File: src/rtl/core/nnaf_pkg.sv
`timescale 1ns / 1ps
// ----------------------------------------------------------------------------
// nnaf_pkg - shared types and constants for the neighbor average filter
// Pixel formats, register map, queue word layout and channel field tables.
// ----------------------------------------------------------------------------
package nnaf_pkg;

    // Stored pixel bits: every channel field of every format lies below bit 24
    localparam int unsigned PIX_W   = 24;
    localparam int unsigned Q_DEPTH = 4;
    localparam int unsigned Q_PTR_W = $clog2(Q_DEPTH);
    localparam int unsigned Q_CNT_W = $clog2(Q_DEPTH + 1);

    // Configuration register map (word index)
    localparam int unsigned APB_AW = 4;
    typedef enum logic [1:0] {
        REG_PIXEL_FORMAT    = 2'd0,
        REG_CHANNEL_ENABLES = 2'd1,
        REG_CLEAR_TO_BLACK  = 2'd2
    } t_reg_idx;

    // Pixel format codes; the unused code decodes as 888
    typedef enum logic [1:0] {
        FMT_555 = 2'd0,
        FMT_565 = 2'd1,
        FMT_888 = 2'd2
    } t_fmt;

    localparam logic [1:0] CH_RED   = 2'd0;
    localparam logic [1:0] CH_GREEN = 2'd1;
    localparam logic [1:0] CH_BLUE  = 2'd2;

    // Word handed from front to back through the queue
    typedef struct packed {
        logic [PIX_W-1:0] above;
        logic [PIX_W-1:0] left;
        logic [2:0]       raise;  // bit0 red, bit1 green, bit2 blue
    } t_fe_word;

    // Channel field mask for a format code and channel
    function automatic logic [PIX_W-1:0] ch_mask(input logic [1:0] fmt, input logic [1:0] ch);
        logic [PIX_W-1:0] m;
        m = '0;
        case (fmt)
            FMT_555: begin
                case (ch)
                    CH_RED:   m = 24'h007C00;
                    CH_GREEN: m = 24'h0003E0;
                    default:  m = 24'h00001F;
                endcase
            end
            FMT_565: begin
                case (ch)
                    CH_RED:   m = 24'h00F800;
                    CH_GREEN: m = 24'h0007C0;
                    default:  m = 24'h00001F;
                endcase
            end
            default: begin
                case (ch)
                    CH_RED:   m = 24'hF80000;
                    CH_GREEN: m = 24'h00F800;
                    default:  m = 24'h0000F8;
                endcase
            end
        endcase
        return m;
    endfunction

    // One 5-bit step: the lowest bit of the channel field
    function automatic logic [PIX_W-1:0] ch_step(input logic [1:0] fmt, input logic [1:0] ch);
        logic [PIX_W-1:0] m;
        m = ch_mask(fmt, ch);
        return m & (~m + 24'd1);
    endfunction

    // Stored form of an incoming pixel: 16-bit formats drop the upper half
    function automatic logic [PIX_W-1:0] pix_trim(input logic [1:0] fmt, input logic [31:0] pix);
        logic [PIX_W-1:0] p;
        p = pix[PIX_W-1:0];
        if (fmt == FMT_555 || fmt == FMT_565) begin
            p = {8'd0, pix[15:0]};
        end
        return p;
    endfunction

endpackage

File: src/rtl/core/nnaf_if.sv


interface nnaf_out_if;
    logic        valid;
    logic        ready;
    logic [31:0] pixel_out;

    modport source (
        output valid, pixel_out,
        input  ready
    );
    modport sink (
        input  valid, pixel_out,
        output ready
    );
endinterface

File: src/rtl/core/nnaf_back.sv
`timescale 1ns / 1ps
// ----------------------------------------------------------------------------
// nnaf_back - channel filter and output register
// Averages the two neighbors per channel, steps up or down, clamps, zeroes
// disabled channels (all in black mode) and registers the output result word.
// ----------------------------------------------------------------------------
module nnaf_back (
    input  logic                 i_clk,
    input  logic                 i_rst_n,
    input  logic                 i_valid,
    input  nnaf_pkg::t_fe_word   i_word,
    output logic                 o_pop,
    input  logic [1:0]           i_fmt,
    input  logic [2:0]           i_enables,
    input  logic                 i_black,
    nnaf_out_if.source           o_out
);
    import nnaf_pkg::*;

    logic             r_valid;
    logic [31:0]      r_pixel;
    logic             load;
    logic [PIX_W-1:0] result;
    logic [PIX_W-1:0] m   [3];
    logic [PIX_W-1:0] s   [3];
    logic [PIX_W-1:0] avg [3];
    logic [PIX_W:0]   sum [3];
    logic [PIX_W:0]   up  [3];
    logic [PIX_W-1:0] val [3];

    assign load  = i_valid && (!r_valid || o_out.ready);
    assign o_pop = load;

    // Filter each channel on its own
    always_comb begin
        result = '0;
        for (int c = 0; c < 3; c++) begin
            m[c]   = ch_mask(i_fmt, 2'(c));
            s[c]   = ch_step(i_fmt, 2'(c));
            sum[c] = {1'b0, i_word.above & m[c]} + {1'b0, i_word.left & m[c]};
            avg[c] = sum[c][PIX_W:1] & m[c];
            up[c]  = {1'b0, avg[c]} + {1'b0, s[c]};
            if (i_word.raise[c]) begin
                val[c] = (up[c] > {1'b0, m[c]}) ? m[c] : up[c][PIX_W-1:0];
            end else begin
                val[c] = (avg[c] >= s[c]) ? avg[c] - s[c] : '0;
            end
            if (i_enables[c]) begin
                result = result | val[c];
            end
        end
        if (i_black) begin
            result = '0;
        end
    end

    // Hold the word until the sink takes it
    always_ff @(posedge i_clk) begin
        if (!i_rst_n) begin
            r_valid <= 1'b0;
        end else if (load) begin
            r_valid <= 1'b1;
        end else if (o_out.ready) begin
            r_valid <= 1'b0;
        end
    end

    always_ff @(posedge i_clk) begin
        if (load) begin
            r_pixel <= {8'd0, result};
        end
    end

    assign o_out.valid     = r_valid;
    assign o_out.pixel_out = r_pixel;

endmodule
File: src/flat_wrapper.sv
// flat-port wrapper written by rule: the top's interface ports become plain ports
module nnaf_back_flat import nnaf_pkg::*;
  (i_clk, i_rst_n, i_valid, i_word, o_pop, i_fmt, i_enables, i_black, o_out_valid, o_out_pixel_out, o_out_ready);
  nnaf_out_if o_out_i ();
  input  logic i_clk;
  input  logic i_rst_n;
  input  logic i_valid;
  input  nnaf_pkg::t_fe_word i_word;
  output logic o_pop;
  input  logic [1:0] i_fmt;
  input  logic [2:0] i_enables;
  input  logic i_black;
  output wire logic [$bits(o_out_i.valid)-1:0] o_out_valid;
  output wire logic [$bits(o_out_i.pixel_out)-1:0] o_out_pixel_out;
  input wire logic [$bits(o_out_i.ready)-1:0] o_out_ready;
  assign o_out_valid = o_out_i.valid;
  assign o_out_pixel_out = o_out_i.pixel_out;
  assign o_out_i.ready = o_out_ready;
  nnaf_back u_core (.i_clk(i_clk), .i_rst_n(i_rst_n), .i_valid(i_valid), .i_word(i_word), .o_pop(o_pop), .i_fmt(i_fmt), .i_enables(i_enables), .i_black(i_black), .o_out(o_out_i));
endmodule
File: config.mk
export PLATFORM = sky130hd
export DESIGN_NAME = nnaf_back_flat
export DESIGN_NICKNAME = d
export VERILOG_FILES = /design/src/rtl/core/nnaf_pkg.sv /design/src/rtl/core/nnaf_if.sv /design/src/rtl/core/nnaf_back.sv /design/src/flat_wrapper.sv
export SDC_FILE = /design/constraint.sdc
export NUM_CORES = 1
export LEC_CHECK = 0
export ABC_CLOCK_PERIOD_IN_PS = 15510
export BUFFER_PORTS_ARGS = -buffer_cell sky130_fd_sc_hd__buf_2
export CAP_MARGIN = 20
export CORE_ASPECT_RATIO = 1.1
export CORE_MARGIN = 1
export CORE_UTILIZATION = 60
export CTS_BUF_LIST = sky130_fd_sc_hd__clkbuf_16
export DETAILED_ROUTE_END_ITERATION = 16
export GPL_TIMING_DRIVEN = 0
export MAX_ROUTING_LAYER = met4
export PLACE_DENSITY = 0.92
export SLEW_MARGIN = 20
export SYNTH_ARGS = -nofsm -noshare
export SYNTH_HDL_FRONTEND = slang
export SYNTH_SLANG_ARGS = --single-unit
File: constraint.sdc
create_clock -name i_clk -period 15.51 [get_ports i_clk]
set_input_delay 3.102 -clock i_clk [delete_from_list [all_inputs] [get_ports i_clk]]
set_output_delay 3.102 -clock i_clk [all_outputs]
set_load 0.01 [all_outputs]
==> results.toml <==
[outcome]
status = "complete, but fails checks"
violations = "design-rule violations"

[clock_tree]
holdBufCountCts = 0
cts_resized = 0
clock_latency_ns = 0.25
clk_pin_slew_ns = 0.06
tritoncts = "yes"
clock_path_buffers = 2
cts_setup_buffers = 0
root_buffer = "clkbuf_16"
clock-sinks = 25
cts_buffers = 3
h-tree-depth = 1

[yosys]
ys.warnings.count = 0
yosysSeqAreaShare_pct = 12.0
synth-edff-count = 24
synth_seq_cells = 25
synth_top_area_share_pct = 16.7
yosys.area_share.simple_pct = 27.8
synth_top_area_cell = "ha_1"
synthCells = 797
synthDistinctLibCells = 85
synth_area_mm2 = 0.00616
synthArstFlopShare_pct = 0
synth.area.top_cells = "ha_1 (17%), edfxtp_1 (12%), a21oi_1 (5.4%), xnor2_1 (4.8%), and2_1 (4.3%)"
ys.flop_type = "edfxtp_1"
muxShareOfSynthArea_pct = 2.56
syn_area_per_cell_um2 = 7.73
yosys.area_share.adder_pct = 19.6
synth_top_family_by_area = "simple AND/OR/NAND/NOR gates"
synth_compound_area_share_pct = 23.8
synth-xor-area-share_pct = 8.37

[floorplan]
die_height_um = 108
ios = 95
start_util_pct = 62.0
fp.coreArea_mm2 = 0.00994
rows = 38
dieArea_mm2 = 0.0107
die_w_um = 98.6

[power_and_ir_drop]
power_leakage_nw = 3.21
vdd_drop_max_uv = 50.9
powerDensity_mw_per_mm2 = 60.6

[critical_path]
arrival_ns = 11.59
slowest_delay_ns = 0.59
rr_startpoint = "u_core.o_out.valid"
cp-start-kind = "input port"
cp_max_fo = 10
setup.worst_path.start = "i_fmt[1]"
path_class = "in -> reg"
crit_path_end_kind = "flop"
required_ns = 15.61
cp_common_cell = "clkbuf_1"
slowest_stage = "buf_1"

[placement]
gp_congestion = 0.968
port_buffers = 79
dp_hpwl_um = 12800

[sta]
hold_violations = 0
period_minus_slack_ns = 11.48
rsz0062_at_grt = "false"
setup_violations = 0
maxSlewViolCount = 0
skew_ns = 0.00336
worst_pin_slew_ns = 0.794
fmax_mhz = 87.1
setup_tns_ns = 0
slew-limit-headroom_pct = 47.1
period_share_pct = 74.0

[hold_path]
hp-class = "reg -> reg"
hold_start = "u_core.o_out.valid"

[layout]
antenna_cells = 0
area_growth_pct = 12.7
fin_nets = 1071
fillers = 840
final_layout_size_suffix_gt1_share_pct = 13.5
fin_util_pct = 69.8

[detailed_routing]
drt_iter0_markers = 502
drc_errors = 1
vias = 6285
routed_wl_um = 15600
wl_per_cell_um = 15.1
vias_per_cell = 6.05
drt-pass1-iter-count = 11
drtAntennaViolNets = 0

[global_routing]
grt_usage_pct = 30.4
antenna_found_initial = 0
grt_pass1_vias = 5593
grt_start_max_net_pins = 15
gr-total-overflow = 0
grt_pass1_wl_um = 25600

[run]
maxCapViolCount = 0
critical path, delay by kind of cell:
kind / cells / cell delay (ns)
AND/OR/NAND/NOR: 2 / 0.25
adder cells (fa/ha/maj): 3 / 0.96
XOR/XNOR: 2 / 0.42
buffers and inverters: 9 / 3.24
multiplexers: 1 / 0.35
AO/OA/AOI/OAI: 17 / 3.23
kinds of logic (layout without fill, tap and decap cells):
kind of cell | after synthesis | in the layout
and+or+nand+nor | 311 | 311
AOI/OAI and AO/OA | 213 | 213
adders and majority gates | 91 | 91
buffers and inverters | 82 | 166
xor gates and xnor gates | 58 | 58
DFF | 25 | 25
muxes | 15 | 15
other | 2 | 39
final cells by class:
type                       count  area (um^2)  share of cell area (%)
clock buffer                   3         75.1                    1.08
tap                          120          150                    2.16
multi-input combinational    727         5200                    75.0
buffer                        49          233                    3.35
timing repair buffer          80          410                    5.91
inverter                      33          124                    1.79
sequential                    25          741                    10.7
clock inverter                 1         5.00                  0.0721
cell usage after synthesis, drive strengths merged (4+ instances only):
master and n:
nand2b 11, o21bai 9, a41oi 4, fa 9, buf 20, nand3b 7, nand2 50, or3 11
nor2b 36, a211oi 10, xnor2 34, xor2 24, or2 7, nor2 61, a211o 6, o21ai 30
clkbuf 29, o211ai 5, o31a 4, nand3 19, inv 33, and3 12, o22ai 5, nor3 21
a21o 20, o21a 4, nand4 7, mux2i 12, and2 42, a31oi 12, a21oi 67, nor4b 6
edfxtp 24, ha 82, nor4 6
flip-flops by register name, summed over array words and instances (netlist names):
register	cells
u_core.o_out.valid	1
u_core.o_out.pixel_out	24
worst paths after layout:
kind	endpoint	slack, ns	cells after the start
min	u_core.o_out.valid	0.66	2
max reg2reg	u_core.o_out.pixel_out[11]	14.07	3
min reg2reg	u_core.o_out.valid	0.66	2
max	u_core.o_out.pixel_out[6]	4.03	34
cell usage in the layout, fill, tap and decap left out, types with 12 or more instances in the layout:
cell type,n
a21o_1,20
a21oi_1,67
a31oi_1,12
and2_1,42
and3_1,12
buf_2,85
clkbuf_1,29
conb_1,39
edfxtp_1,24
ha_1,82
inv_1,33
mux2i_1,12
nand2_1,49
nand3_1,19
nor2_1,61
nor2b_1,35
nor3_1,20
o21ai_0,23
xnor2_1,34
xor2_1,23
stage by stage:
step | std cells | worst slack, ns | instance area (um^2) | power (mW) | hold WS (ns)
after floorplan | 834 | 5.87 | 6300 | 0.297 | 0.655
after detailed placement | 1034 | 3.97 | 6860 | 0.359 | 0.659
after global placement | 1033 | 4.10 | 6840 | 0.353 | 0.599
after global routing | 1038 | 3.60 | 6940 | 0.453 | 0.691
after CTS | 1038 | 4.22 | 6940 | 0.414 | 0.665
final | 1038 | 4.03 | 6940 | 0.420 | 0.659
where the power goes:
group / switching [mW] / internal (mW) / leakage, nW
logic: 0.168 / 0.116 / 2.92
clock network: 0.0195 / 0.0346 / 0.0409
registers: 0.00102 / 0.0814 / 0.248
total: 0.189 / 0.232 / 3.21
layer usage:
layer,global-route usage (%),part of all wire [%],up-vias
met5,-,0,-
met4,11.4,2.3,0
met3,2.26,7.9,32
met2,50.3,45,290
met1,39.1,44,2867
li1,-,-,3096
(Power assumes the default switching activity.)
