File: src/rtl/core/nnaf_pkg.sv
`timescale 1ns / 1ps
// ----------------------------------------------------------------------------
// nnaf_pkg - shared types and constants for the neighbor average filter
// Pixel formats, register map, queue word layout and channel field tables.
// ----------------------------------------------------------------------------
package nnaf_pkg;

    // Stored pixel bits: every channel field of every format lies below bit 24
    localparam int unsigned PIX_W   = 24;
    localparam int unsigned Q_DEPTH = 4;
    localparam int unsigned Q_PTR_W = $clog2(Q_DEPTH);
    localparam int unsigned Q_CNT_W = $clog2(Q_DEPTH + 1);

    // Configuration register map (word index)
    localparam int unsigned APB_AW = 4;
    typedef enum logic [1:0] {
        REG_PIXEL_FORMAT    = 2'd0,
        REG_CHANNEL_ENABLES = 2'd1,
        REG_CLEAR_TO_BLACK  = 2'd2
    } t_reg_idx;

    // Pixel format codes; the unused code decodes as 888
    typedef enum logic [1:0] {
        FMT_555 = 2'd0,
        FMT_565 = 2'd1,
        FMT_888 = 2'd2
    } t_fmt;

    localparam logic [1:0] CH_RED   = 2'd0;
    localparam logic [1:0] CH_GREEN = 2'd1;
    localparam logic [1:0] CH_BLUE  = 2'd2;

    // Word handed from front to back through the queue
    typedef struct packed {
        logic [PIX_W-1:0] above;
        logic [PIX_W-1:0] left;
        logic [2:0]       raise;  // bit0 red, bit1 green, bit2 blue
    } t_fe_word;

    // Channel field mask for a format code and channel
    function automatic logic [PIX_W-1:0] ch_mask(input logic [1:0] fmt, input logic [1:0] ch);
        logic [PIX_W-1:0] m;
        m = '0;
        case (fmt)
            FMT_555: begin
                case (ch)
                    CH_RED:   m = 24'h007C00;
                    CH_GREEN: m = 24'h0003E0;
                    default:  m = 24'h00001F;
                endcase
            end
            FMT_565: begin
                case (ch)
                    CH_RED:   m = 24'h00F800;
                    CH_GREEN: m = 24'h0007C0;
                    default:  m = 24'h00001F;
                endcase
            end
            default: begin
                case (ch)
                    CH_RED:   m = 24'hF80000;
                    CH_GREEN: m = 24'h00F800;
                    default:  m = 24'h0000F8;
                endcase
            end
        endcase
        return m;
    endfunction

    // One 5-bit step: the lowest bit of the channel field
    function automatic logic [PIX_W-1:0] ch_step(input logic [1:0] fmt, input logic [1:0] ch);
        logic [PIX_W-1:0] m;
        m = ch_mask(fmt, ch);
        return m & (~m + 24'd1);
    endfunction

    // Stored form of an incoming pixel: 16-bit formats drop the upper half
    function automatic logic [PIX_W-1:0] pix_trim(input logic [1:0] fmt, input logic [31:0] pix);
        logic [PIX_W-1:0] p;
        p = pix[PIX_W-1:0];
        if (fmt == FMT_555 || fmt == FMT_565) begin
            p = {8'd0, pix[15:0]};
        end
        return p;
    endfunction

endpackage

File: src/rtl/core/nnaf_queue.sv
`timescale 1ns / 1ps
// ----------------------------------------------------------------------------
// nnaf_queue - short queue between intake and filter
// Holds neighbor words so intake and output can stall independently.
// ----------------------------------------------------------------------------
module nnaf_queue (
    input  logic                          i_clk,
    input  logic                          i_rst_n,
    input  logic                          i_push,
    input  nnaf_pkg::t_fe_word            i_word,
    input  logic                          i_pop,
    output logic                          o_valid,
    output nnaf_pkg::t_fe_word            o_word,
    output logic [nnaf_pkg::Q_CNT_W-1:0]  o_level
);
    import nnaf_pkg::*;

    t_fe_word           r_slot [Q_DEPTH];
    logic [Q_PTR_W-1:0] r_wr, r_rd;
    logic [Q_CNT_W-1:0] r_count, n_count;

    // Store the incoming word
    always_ff @(posedge i_clk) begin
        if (i_push) begin
            r_slot[r_wr] <= i_word;
        end
    end

    // Advance pointers and count
    always_comb begin
        n_count = r_count;
        if (i_push && !i_pop) begin
            n_count = r_count + Q_CNT_W'(1);
        end else if (i_pop && !i_push) begin
            n_count = r_count - Q_CNT_W'(1);
        end
    end

    always_ff @(posedge i_clk) begin
        if (!i_rst_n) begin
            r_wr    <= '0;
            r_rd    <= '0;
            r_count <= '0;
        end else begin
            if (i_push) begin
                r_wr <= r_wr + Q_PTR_W'(1);
            end
            if (i_pop) begin
                r_rd <= r_rd + Q_PTR_W'(1);
            end
            r_count <= n_count;
        end
    end

    assign o_valid = (r_count != '0);
    assign o_word  = r_slot[r_rd];
    assign o_level = r_count;

    a_no_overflow: assert property (@(posedge i_clk) disable iff (!i_rst_n)
        (r_count == Q_CNT_W'(Q_DEPTH)) |-> !i_push)
        else $error("word pushed into full queue");

    a_no_underflow: assert property (@(posedge i_clk) disable iff (!i_rst_n)
        i_pop |-> (r_count != '0))
        else $error("word popped from empty queue");

    a_count_track: assert property (@(posedge i_clk) disable iff (!i_rst_n)
        (i_push && !i_pop) |=> (r_count == $past(r_count) + Q_CNT_W'(1)))
        else $error("queue count lost a push");

endmodule

File: config.mk
export PLATFORM = sky130hd
export DESIGN_NAME = nnaf_queue
export DESIGN_NICKNAME = d
export VERILOG_FILES = /design/src/rtl/core/nnaf_pkg.sv /design/src/rtl/core/nnaf_queue.sv
export SDC_FILE = /design/constraint.sdc
export NUM_CORES = 1
export LEC_CHECK = 0
export ABC_AREA = 1
export BUFFER_PORTS_ARGS = -buffer_cell sky130_fd_sc_hd__buf_2
export CAP_MARGIN = 20
export CORE_MARGIN = 2
export CORE_UTILIZATION = 30
export DETAILED_ROUTE_END_ITERATION = 6
export PLACE_DENSITY = 0.47
export SLEW_MARGIN = 20
export SYNTH_ARGS = -nofsm -noshare
export SYNTH_HDL_FRONTEND = slang
export SYNTH_SLANG_ARGS = --single-unit
File: constraint.sdc
create_clock -name i_clk -period 5.7 [get_ports i_clk]
set_clock_uncertainty 0.1 [all_clocks]
set_input_delay 1.14 -clock i_clk [delete_from_list [all_inputs] [get_ports i_clk]]
set_output_delay 1.14 -clock i_clk [all_outputs]
set_load 0.03 [all_outputs]
==> summary.txt, run 1 <==
Status
  • Status: finished clean

Global routing
  • Initial antenna violation count: 2
  • GRT busiest layer: met2
  • Aggregate global-route resource usage: 12.8%
  • First-pass GRT wire length: 27600 um
  • M2 GR Usage: 22.2%
  • Largest net degree at the start of global routing: 103
  • Met3 GRT Util: 2.55%
  • Met1 usage: 16.2%
  • Vias in the first global route: 4837
  • Remaining Overflow, GRT: 0

Synth
  • Compound-Gate Fraction of Synth Area: 11.0%
  • Sequential fraction of the synthesis area: 78.5%
  • Syn_nets: 612
  • Yosys cell types: 19
  • Commonest cells post-synth: 204 x edfxtp_1, 108 x nor2_1, 60 x o21ai_1
  • Mux share of post-synthesis cell area: 0%
  • Synth area leader: edfxtp_1
  • Synthesized flop and latch total: 213
  • XOR/XNOR Fraction of Synth Area: 0%
  • Synthesized cell area: 8030 um^2
  • Top cells by area, synth: edfxtp_1 76%, nor2_1 5.0%, o22ai_1 4.0%
  • Largest family of logic cells by synthesized area: compound AO/OA/AOI/OAI gates
  • Post-synth ARST share: 0%
  • Syn_area_per_cell: 14.6 um^2
  • Synth Area in Adders: 1.03%
  • Post-Syn Instances: 551
  • Most common cell in the synthesized netlist: edfxtp_1
  • Ys Warns: 0
  • Post-synth EDFFs: 204
  • Prevailing post-synth register cell: edfxtp_1
  • Post-synthesis simple-gate area fraction: 5.65%
  • Top cell type's share of synthesized area: 76.3%

STA
  • Min cycle time layout: 3.90 ns
  • Worst-Margin Slew: 0.906 ns
  • Final count of pins violating max slew: 0
  • Count of final hold-check violations: 0
  • Rel. slew slack: 39.6%
  • Fmax: 256 MHz
  • RSZ-0062 raised after global routing: no
  • Endpoints failing setup: 0
  • Crit share post-route: 68.4%
  • Setup_tns: 0 ns

Die
  • Starting Density: 30.7%
  • I/O pins: 110
  • Row cnt: 59
  • Core area: 26200 um^2
  • Die ar.: 28100 um^2
  • Chip height: 168 um
  • Die extent in x: 168 um

CTS
  • CTS Buffer Depth: 3
  • Clock-pin slew on the worst setup and hold paths: 0.06 ns
  • CTS tree: done
  • Post-CTS Setup Bufs: 0
  • Clk root buf: clkbuf_16
  • # H-tree levels: 1
  • Inserted Clock Buffers: 24
  • Clk sink count: 213
  • Hold_buf cts: 0
  • Post-CTS sizing: 0
  • Clock latency on the worst-skew pair: 0.50 ns

Setup path
  • R2R Path End: r_slot[1][18]$_DFFE_PP_
  • Max FO, Critical Path: 57
  • Critical Path AT: 2.66 ns
  • R2R Path Start: r_wr[1]$_SDFFE_PN0P_
  • CP Cell Sequence: clkinv_2 -> buf_4 -> o21ai_0 -> o22ai_1 -> buf_2
  • Worst-case reg-to-reg path depth: 5
  • Critical Path RT: 4.46 ns
  • Setup crit start kind: flip-flop
  • Crit Path Class: flip-flop to primary output
  • Crit path largest cell delay: 0.56 ns
  • R2r setup slk: 3.52 ns
  • Worst Setup End Kind: primary output
  • CP max stage cell: buf_4

Detailed routing
  • DR pass1 iterations: 4
  • DRT Wirelength: 18500 um
  • # DRC: 0
  • Via count: 4860
  • Iter 0 DRT Violations: 262
  • Routed Antenna Nets: 0
  • Routed len/inst: 18.3 um
  • DR vias/cell: 4.80

Power
  • VDD IR-drop max: 0.225 mV
  • Pwr Density: 387 nW/um^2
  • Leak: 3.37 nW

Flow run
  • Max-cap violation count: 0

Cells and area
  • Final Util: 36.6%
  • Layout cells sized above 1: 23.2%
  • Final #Nets: 722
  • Filler cells: 2492
  • Multi-input gate area: 1420 um^2
  • P&R area growth vs syn: 19.4%
  • FF/Latch Area: 6310 um^2

Placement
  • GPL Wtd Cong: 0.689
  • Port Buffer Count: 109
  • Post-DP HPWL: 10000 um

Worst hold path
  • Type of the worst min-delay path: flip-flop to flip-flop
  • Hold Path Depth: 1
  • Hold Crit Start: r_rd[1]$_SDFFE_PN0P_
==> area by class of cell <==
type | count | area share [%]
Tap cell | 335 | 4.37
Sequential cell | 213 | 65.8
Inverter | 17 | 0.691
Timing Repair Buffer | 116 | 6.27
Clock inverter | 11 | 1.32
Antenna cell | 1 | 0.0261
Multi-Input combinational cell | 289 | 14.8
Clock buffer | 31 | 6.76
==> critical path, delay by kind of cell (launching register included) <==
| family | cells | cell delay (ns) |
|---|---|---|
| DFF | 1 | 0.35 |
| buffers and inverters | 3 | 1.35 |
| AOI/OAI and AO/OA | 2 | 0.36 |
==> cells by family after synthesis <==
family | count (synthesis)
AO/OA/AOI/OAI | 163
adder cells (fa/ha/maj) | 6
buffers and inverters | 49
flip-flops | 213
AND/OR/NAND/NOR | 120
==> layout by cell type (no fill, tap or decap) <==
master     netlist  layout
clkbuf_16        0      25
diode_2          0       1
buf_6           13       1
nand2_1         10      10
edfxtp_1       204     204
dfxtp_1          9       7
nor2_1         108     108
bufinv_16        0       3
clkinv_1         0       3
a21oi_1          4       4
clkbuf_1         6       6
dfxtp_4          0       1
clkinv_2         0       7
dfxtp_2          0       1
nand3_1          1       1
nand4_1          1       1
o22ai_1         51      51
ha_1             5       5
inv_2            2       4
fa_1             1       1
buf_2            6     109
buf_4            5       6
o21ai_0         48      48
o21ai_1         60      60
inv_1           15      11
==> worst max-delay path by stage <==
stage                         start                     end  slack, ns  cells past startpoint
final                     flip-flop              o_word[40]       1.80                      5
after global routing      flip-flop              o_word[35]       1.57                      5
after CTS                 flip-flop              o_word[45]       1.68                      5
after detailed placement  flip-flop              o_word[45]       2.24                      5
after global placement    flip-flop              o_word[45]       2.30                      5
after floorplan              i_push  r_slot[0][0]$_DFFE_PP_       3.02                      2
==> metal layers <==
layer / vias to the layer above / part of all wire (%)
li1: 2283 / -
met1: 2399 / 43
met2: 141 / 50
met3: 33 / 5.5
met4: 4 / 2.1
met5: - / 0.13
==> stage by stage <==
step                hold WS [ns]  worst slack (ns)  cell area [um^2]  power (mW)  instances
floorplan                  0.312              3.02              8030        2.11        551
global placement           0.316              2.30              8810        2.24        970
detailed placement         0.339              2.24              8810        2.25        970
CTS                        0.358              1.68              9580        3.77       1012
global route               0.388              1.57              9590        3.85       1012
finish                     0.348              1.80              9590        3.71       1013
==> registers in the layout, indices dropped and copies added (netlist names), named ones only <==
name,flops
o_level,3
r_rd,2
r_slot,204
r_wr,2
==> where the power goes <==
part           switching (mW)  internal (mW)
registers              0.0171           1.79
logic                   0.301          0.103
clock network           0.568          0.932
(Power assumes the default switching activity.)
==> inputs of run 2 (changes only) <==
clock period = 3.9 ns   (was 5.7 ns; I/O delays follow)
==> summary.txt, run 2 (synthesis gave the netlist of run 1 again) <==
Status
  • Status: finished clean

CTS
  • Post-CTS sizing: 0 (unchanged)
  • Clk sink count: 213 (unchanged)
  • # H-tree levels: 1 (unchanged)
  • Post-CTS Setup Bufs: 0 (unchanged)
  • Clock-pin slew on the worst setup and hold paths: 0.06 ns (about the same)
  • Hold_buf cts: 0 (unchanged)
  • CTS Buffer Depth: 3 (unchanged)
  • Clk root buf: clkbuf_16
  • Clock latency on the worst-skew pair: 0.50 ns (about the same)
  • Inserted Clock Buffers: 23 (-4.2%)
  • CTS tree: done

Setup path
  • Max FO, Critical Path: 39 (-32%)
  • Crit Path Class: flip-flop to primary output
  • Critical Path AT: 2.24 ns (-0.42 ns)
  • Worst Setup End Kind: primary output
  • CP max stage cell: inv_2
  • Crit path largest cell delay: 0.58 ns (+0.02 ns)
  • CP Cell Sequence: inv_2 -> buf_4 -> o21ai_1 -> o22ai_1 -> buf_2
  • Setup crit start kind: flip-flop
  • Critical Path RT: 3.02 ns (-1.44 ns)

Flow run
  • Max-cap violation count: 0 (unchanged)

Placement
  • GPL Wtd Cong: 0.658 (-4.6%)
  • Setup WS pre-CTS: 1.22 ns (-1.02 ns)
  • Post-DP HPWL: 10700 um (+7.3%)
  • Placed Area: 8900 um^2 (+0.99%)
  • Port Buffer Count: 109 (unchanged)
  • DP Cell Count: 975 (+0.52%)

STA
  • Final count of pins violating max slew: 0 (unchanged)
  • Worst-Margin Slew: 0.814 ns (-0.0916 ns)
  • Rel. slew slack: 45.7% (+6.1 points)
  • Crit share post-route: 80.0%
  • RSZ-0062 raised after global routing: no
  • Setup_tns: 0 ns (unchanged)
  • Endpoints failing setup: 0 (unchanged)
  • Fin worst setup slack: 0.780 ns (-1.02 ns)
  • Fin Hold WS: 0.341 ns (-0.00668 ns)
  • Count of final hold-check violations: 0 (unchanged)
  • Min cycle time layout: 3.12 ns
  • Fmax: 321 MHz

Die
  • I/O pins: 110 (unchanged)
  • Core area: 26200 um^2 (unchanged)
  • Die ar.: 28100 um^2 (unchanged)
  • Chip height: 168 um (unchanged)
  • Row cnt: 59 (unchanged)
  • Die extent in x: 168 um (unchanged)
  • Starting Density: 30.7% (unchanged)

Cells and area
  • Max reg flops: 204 (unchanged)
  • Layout cells sized above 1: 23.6% (+0.37 points)
  • Final std cell area, no fill: 9600 um^2 (about the same)
  • Final #Nets: 726 (+0.55%)
  • Most flops, register: r_slot
  • Most frequent cells in the layout: 204 x edfxtp_1, 109 x buf_2, 108 x nor2_1
  • Most common cell after layout, fill and taps aside: edfxtp_1
  • P&R area growth vs syn: 19.5% (about the same)
  • Final Util: 36.6% (about the same)
  • Post-route insts no fill: 1017 (+0.39%)

Power
  • Net Sw Power: 1.27 mW (+44%)
  • Power Internal: 3.95 mW (+40%)
  • Seq pwr share: 50.5% (+1.8 points)
  • Pwr Density: 545 nW/um^2 (+41%)
  • Clock power share: 38.1% (-2.3 points)
  • VDD IR-drop max: 0.204 mV (-9.4%)
  • Combinational power share: 11.4% (+0.5 points)
  • Leak: 3.37 nW (about the same)
  • Final total power: 5.23 mW (+41%)
  • Net Sw Frac: 24.3% (+0.46 points)

Global routing
  • First-pass GRT wire length: 27800 um (+0.60%)
  • Remaining Overflow, GRT: 0 (unchanged)
  • Vias in the first global route: 4897 (+1.2%)
  • Aggregate global-route resource usage: 12.9% (+0.11 points)
  • Initial antenna violation count: 4 (+2)
  • Largest net degree at the start of global routing: 57 (-45%)

Detailed routing
  • # DRC: 0 (unchanged)
  • Routed len/inst: 18.1 um (-0.86%)
  • Routed Antenna Nets: 0 (unchanged)
  • DR vias/cell: 4.73 (-1.5%)
  • DR pass1 iterations: 4 (unchanged)
  • Iter 0 DRT Violations: 385 (+47%)
  • Via count: 4808 (-1.1%)
  • DRT Wirelength: 18400 um (-0.47%)

Worst hold path
  • Type of the worst min-delay path: flip-flop to flip-flop
[run 2: worst paths after layout]
| check | depth (start not counted) | endpoint | slack [ns] | start |
|---|---|---|---|---|
| max | 5 | o_word[21] | 0.78 | flip-flop |
| max reg2reg | 5 | r_slot[2][13]$_DFFE_PP_ | 1.93 | r_wr[0]$_SDFFE_PN0P_ |
| min | 1 | flip-flop | 0.34 | r_rd[1]$_SDFFE_PN0P_ |
| min reg2reg | 1 | flip-flop | 0.34 | r_rd[1]$_SDFFE_PN0P_ |
[run 2: critical path, delay by kind of cell (launching register included)]
family	cells	cell delay (ns)
buffers and inverters	3	1.16
DFF	1	0.32
AOI/OAI and AO/OA	2	0.26
[run 2: area by class of cell]
class	count	area (um^2)
clock buffers	30	622
fillers	2487	16600
repair buffers	121	686
multi-input cells	289	1420
inverters	17	65.1
well taps	335	419
flip-flops and latches	213	6310
diodes	3	7.51
clock inverters	9	70.1
[run 2: routing by layer]
metal,vias up,GRT usage [%],share of wire [%]
li1,2291,-,-
met1,2379,16.0,43
met2,111,22.2,49
met3,23,3.55,6.3
met4,4,3.33,1.3
met5,-,0,0.12
[run 2: power groups by stage]
stage          Combinational [mW]  Clock (mW)  Sequential, mW
2_1_floorplan               0.390           0            2.69
3_3_place_gp                0.597           0            2.68
3_5_place_dp                0.610           0            2.69
4_1_cts                     0.612        2.06            2.64
5_1_grt                     0.651        2.15            2.65
6_report                    0.595        1.99            2.64
==> inputs of run 3 (changes only) <==
PLACE_DENSITY = 0.49   (was 0.47)
clock period = 2.5 ns   (was 3.9 ns; I/O delays follow)
==> summary.txt, run 3 (synthesis gave the netlist of run 1 again) <==
Global routing
  • Vias in the first global route: 5110 (+4.3%)
  • Aggregate global-route resource usage: 12.9% (+0.024 points)
  • Initial antenna violation count: 3 (-1)
  • Largest net degree at the start of global routing: 53 (-7.0%)
  • First-pass GRT wire length: 28300 um (+2.0%)
  • Remaining Overflow, GRT: 0 (unchanged)

Setup path
  • Setup crit start kind: flip-flop
  • Crit Path Class: flip-flop to primary output
  • Critical Path AT: 1.82 ns (-0.42 ns)
  • Critical Path RT: 1.90 ns (-1.12 ns)
  • Worst Setup End Kind: primary output
  • Max FO, Critical Path: 52 (+33%)

Detailed routing
  • DR vias/cell: 4.77 (+0.86%)
  • DR pass1 iterations: 4 (unchanged)
  • Via count: 4902 (+2.0%)
  • Iter 0 DRT Violations: 251 (-35%)
  • # DRC: 0 (unchanged)
  • Routed len/inst: 18.1 um (about the same)
  • DRT Wirelength: 18600 um (+1.0%)
  • Routed Antenna Nets: 0 (unchanged)

CTS
  • CTS tree: done
  • Clk sink count: 213 (unchanged)
  • Clock latency on the worst-skew pair: 0.51 ns (about the same)
  • Post-CTS Setup Bufs: 0 (unchanged)
  • # H-tree levels: 1 (unchanged)
  • CTS Buffer Depth: 3 (unchanged)
  • Clock-pin slew on the worst setup and hold paths: 0.06 ns (about the same)
  • Clk root buf: clkbuf_16
  • Inserted Clock Buffers: 25 (+8.7%)

STA
  • Endpoints failing setup: 0 (unchanged)
  • Fmax: 412 MHz
  • Final count of pins violating max slew: 0 (unchanged)
  • Crit share post-route: 97.0%
  • Rel. slew slack: 67.8% (+22 points)
  • RSZ-0062 raised after global routing: yes
  • Min cycle time layout: 2.42 ns
  • Count of final hold-check violations: 0 (unchanged)
  • Worst-Margin Slew: 0.483 ns (-0.331 ns)

Cells and area
  • Post-route insts no fill: 1028 (+1.1%)
  • Max reg flops: 204 (unchanged)
  • Most frequent cells in the layout: 204 x edfxtp_1, 108 x nor2_1, 107 x buf_2
  • Final std cell area, no fill: 9860 um^2 (+2.8%)
  • Final #Nets: 735 (+1.2%)
  • P&R area growth vs syn: 22.8%
  • Final Util: 37.6% (+1.0 points)
  • Layout cells sized above 1: 25.6% (+2.0 points)
  • Most flops, register: r_slot
  • Most common cell after layout, fill and taps aside: edfxtp_1

Placement
  • DP Cell Count: 981 (+0.62%)
  • Port Buffer Count: 109 (unchanged)
  • GPL Wtd Cong: 0.683 (+3.8%)
  • Post-DP HPWL: 10800 um (+0.69%)
  • Placed Area: 8950 um^2 (+0.65%)

Power
  • Leak: 3.50 nW (+4.0%)
  • Pwr Density: 872 nW/um^2 (+60%)
  • VDD IR-drop max: 0.521 mV (+160%)

Die
  • Chip height: 168 um (unchanged)
  • Die ar.: 28100 um^2 (unchanged)
  • I/O pins: 110 (unchanged)
  • Core area: 26200 um^2 (unchanged)
  • Die extent in x: 168 um (unchanged)
  • Starting Density: 30.7% (unchanged)
  • Row cnt: 59 (unchanged)

Worst hold path
  • Type of the worst min-delay path: input port to flip-flop

Status
  • Status: finished clean

Flow run
  • Max-cap violation count: 0 (unchanged)
run 3: cell types whose count changed in the layout (fill, tap and decap cells not counted), moves of 2 or more:
cell,delta
buf_6,+3
clkbuf_1,-3
clkbuf_16,+3
clkinv_2,+3
buf_16,+2
buf_2,-2
bufinv_16,+2
clkbuf_8,-2
diode_2,-2
run 3: power by group:
part	switching, mW	internal, mW
Combinational	0.696	0.281
Sequential	0.0452	4.08
Clock	1.36	2.14
Total	2.11	6.50
run 3: worst max-delay path, cell delays in order, from the launching register on:
cell	delay, ns
dfxtp_4	0.41
buf_12	0.24
o21ai_0	0.14
o22ai_1	0.24
buf_2	0.25
run 3: path summary, 6_finish.rpt:
check                       start                       to  slack, ns  depth (start not counted)
max reg2reg  r_wr[1]$_SDFFE_PN0P_  r_slot[1][12]$_DFFE_PP_       0.85                          5
min reg2reg  r_rd[1]$_SDFFE_PN0P_                flip-flop       0.34                          1
max                     flip-flop                o_word[1]       0.08                          4
min                    i_word[25]  r_slot[1][25]$_DFFE_PP_        0.1                          1
run 3: per-stage QoR:
stage,hold WS (ns),setup WS [ns],TNS [ns],power [mW]
3_5_place_dp,0.326,0.409,0,5.15
3_3_place_gp,0.318,0.425,0,5.13
5_1_grt,0.0747,-0.0139,-0.0636,8.94
4_1_cts,0.0672,-0.00172,-0.00334,8.72
6_report,0.0972,0.0755,0,8.60
2_1_floorplan,0.312,0.410,0,4.81
run 3: cell type report:
class                           instances  area (um^2)
Clock inverter                         18          175
Timing Repair Buffer                  128          825
Multi-Input combinational cell        289         1420
Sequential cell                       213         6310
Antenna cell                            1         2.50
Inverter                               17         73.8
Clock buffer                           27          633
Fill cell                            2456        16300
Tap cell                              335          419
run 3: what timing repair did:
action / CTS / global route
gates resized for setup: 9 / 9
hold buffers: 0 / 0
cloned: 0 / 1
setup endpoints to repair: 48 / 17
run 3: routing by layer:
| metal | track usage (%) | share of wire, % | vias up |
|---|---|---|---|
| li1 | - | - | 2312 |
| met1 | 16.1 | 43 | 2406 |
| met2 | 21.8 | 48 | 141 |
| met3 | 3.69 | 6.5 | 39 |
| met4 | 3.89 | 2.7 | 4 |
| met5 | 0 | 0.15 | - |
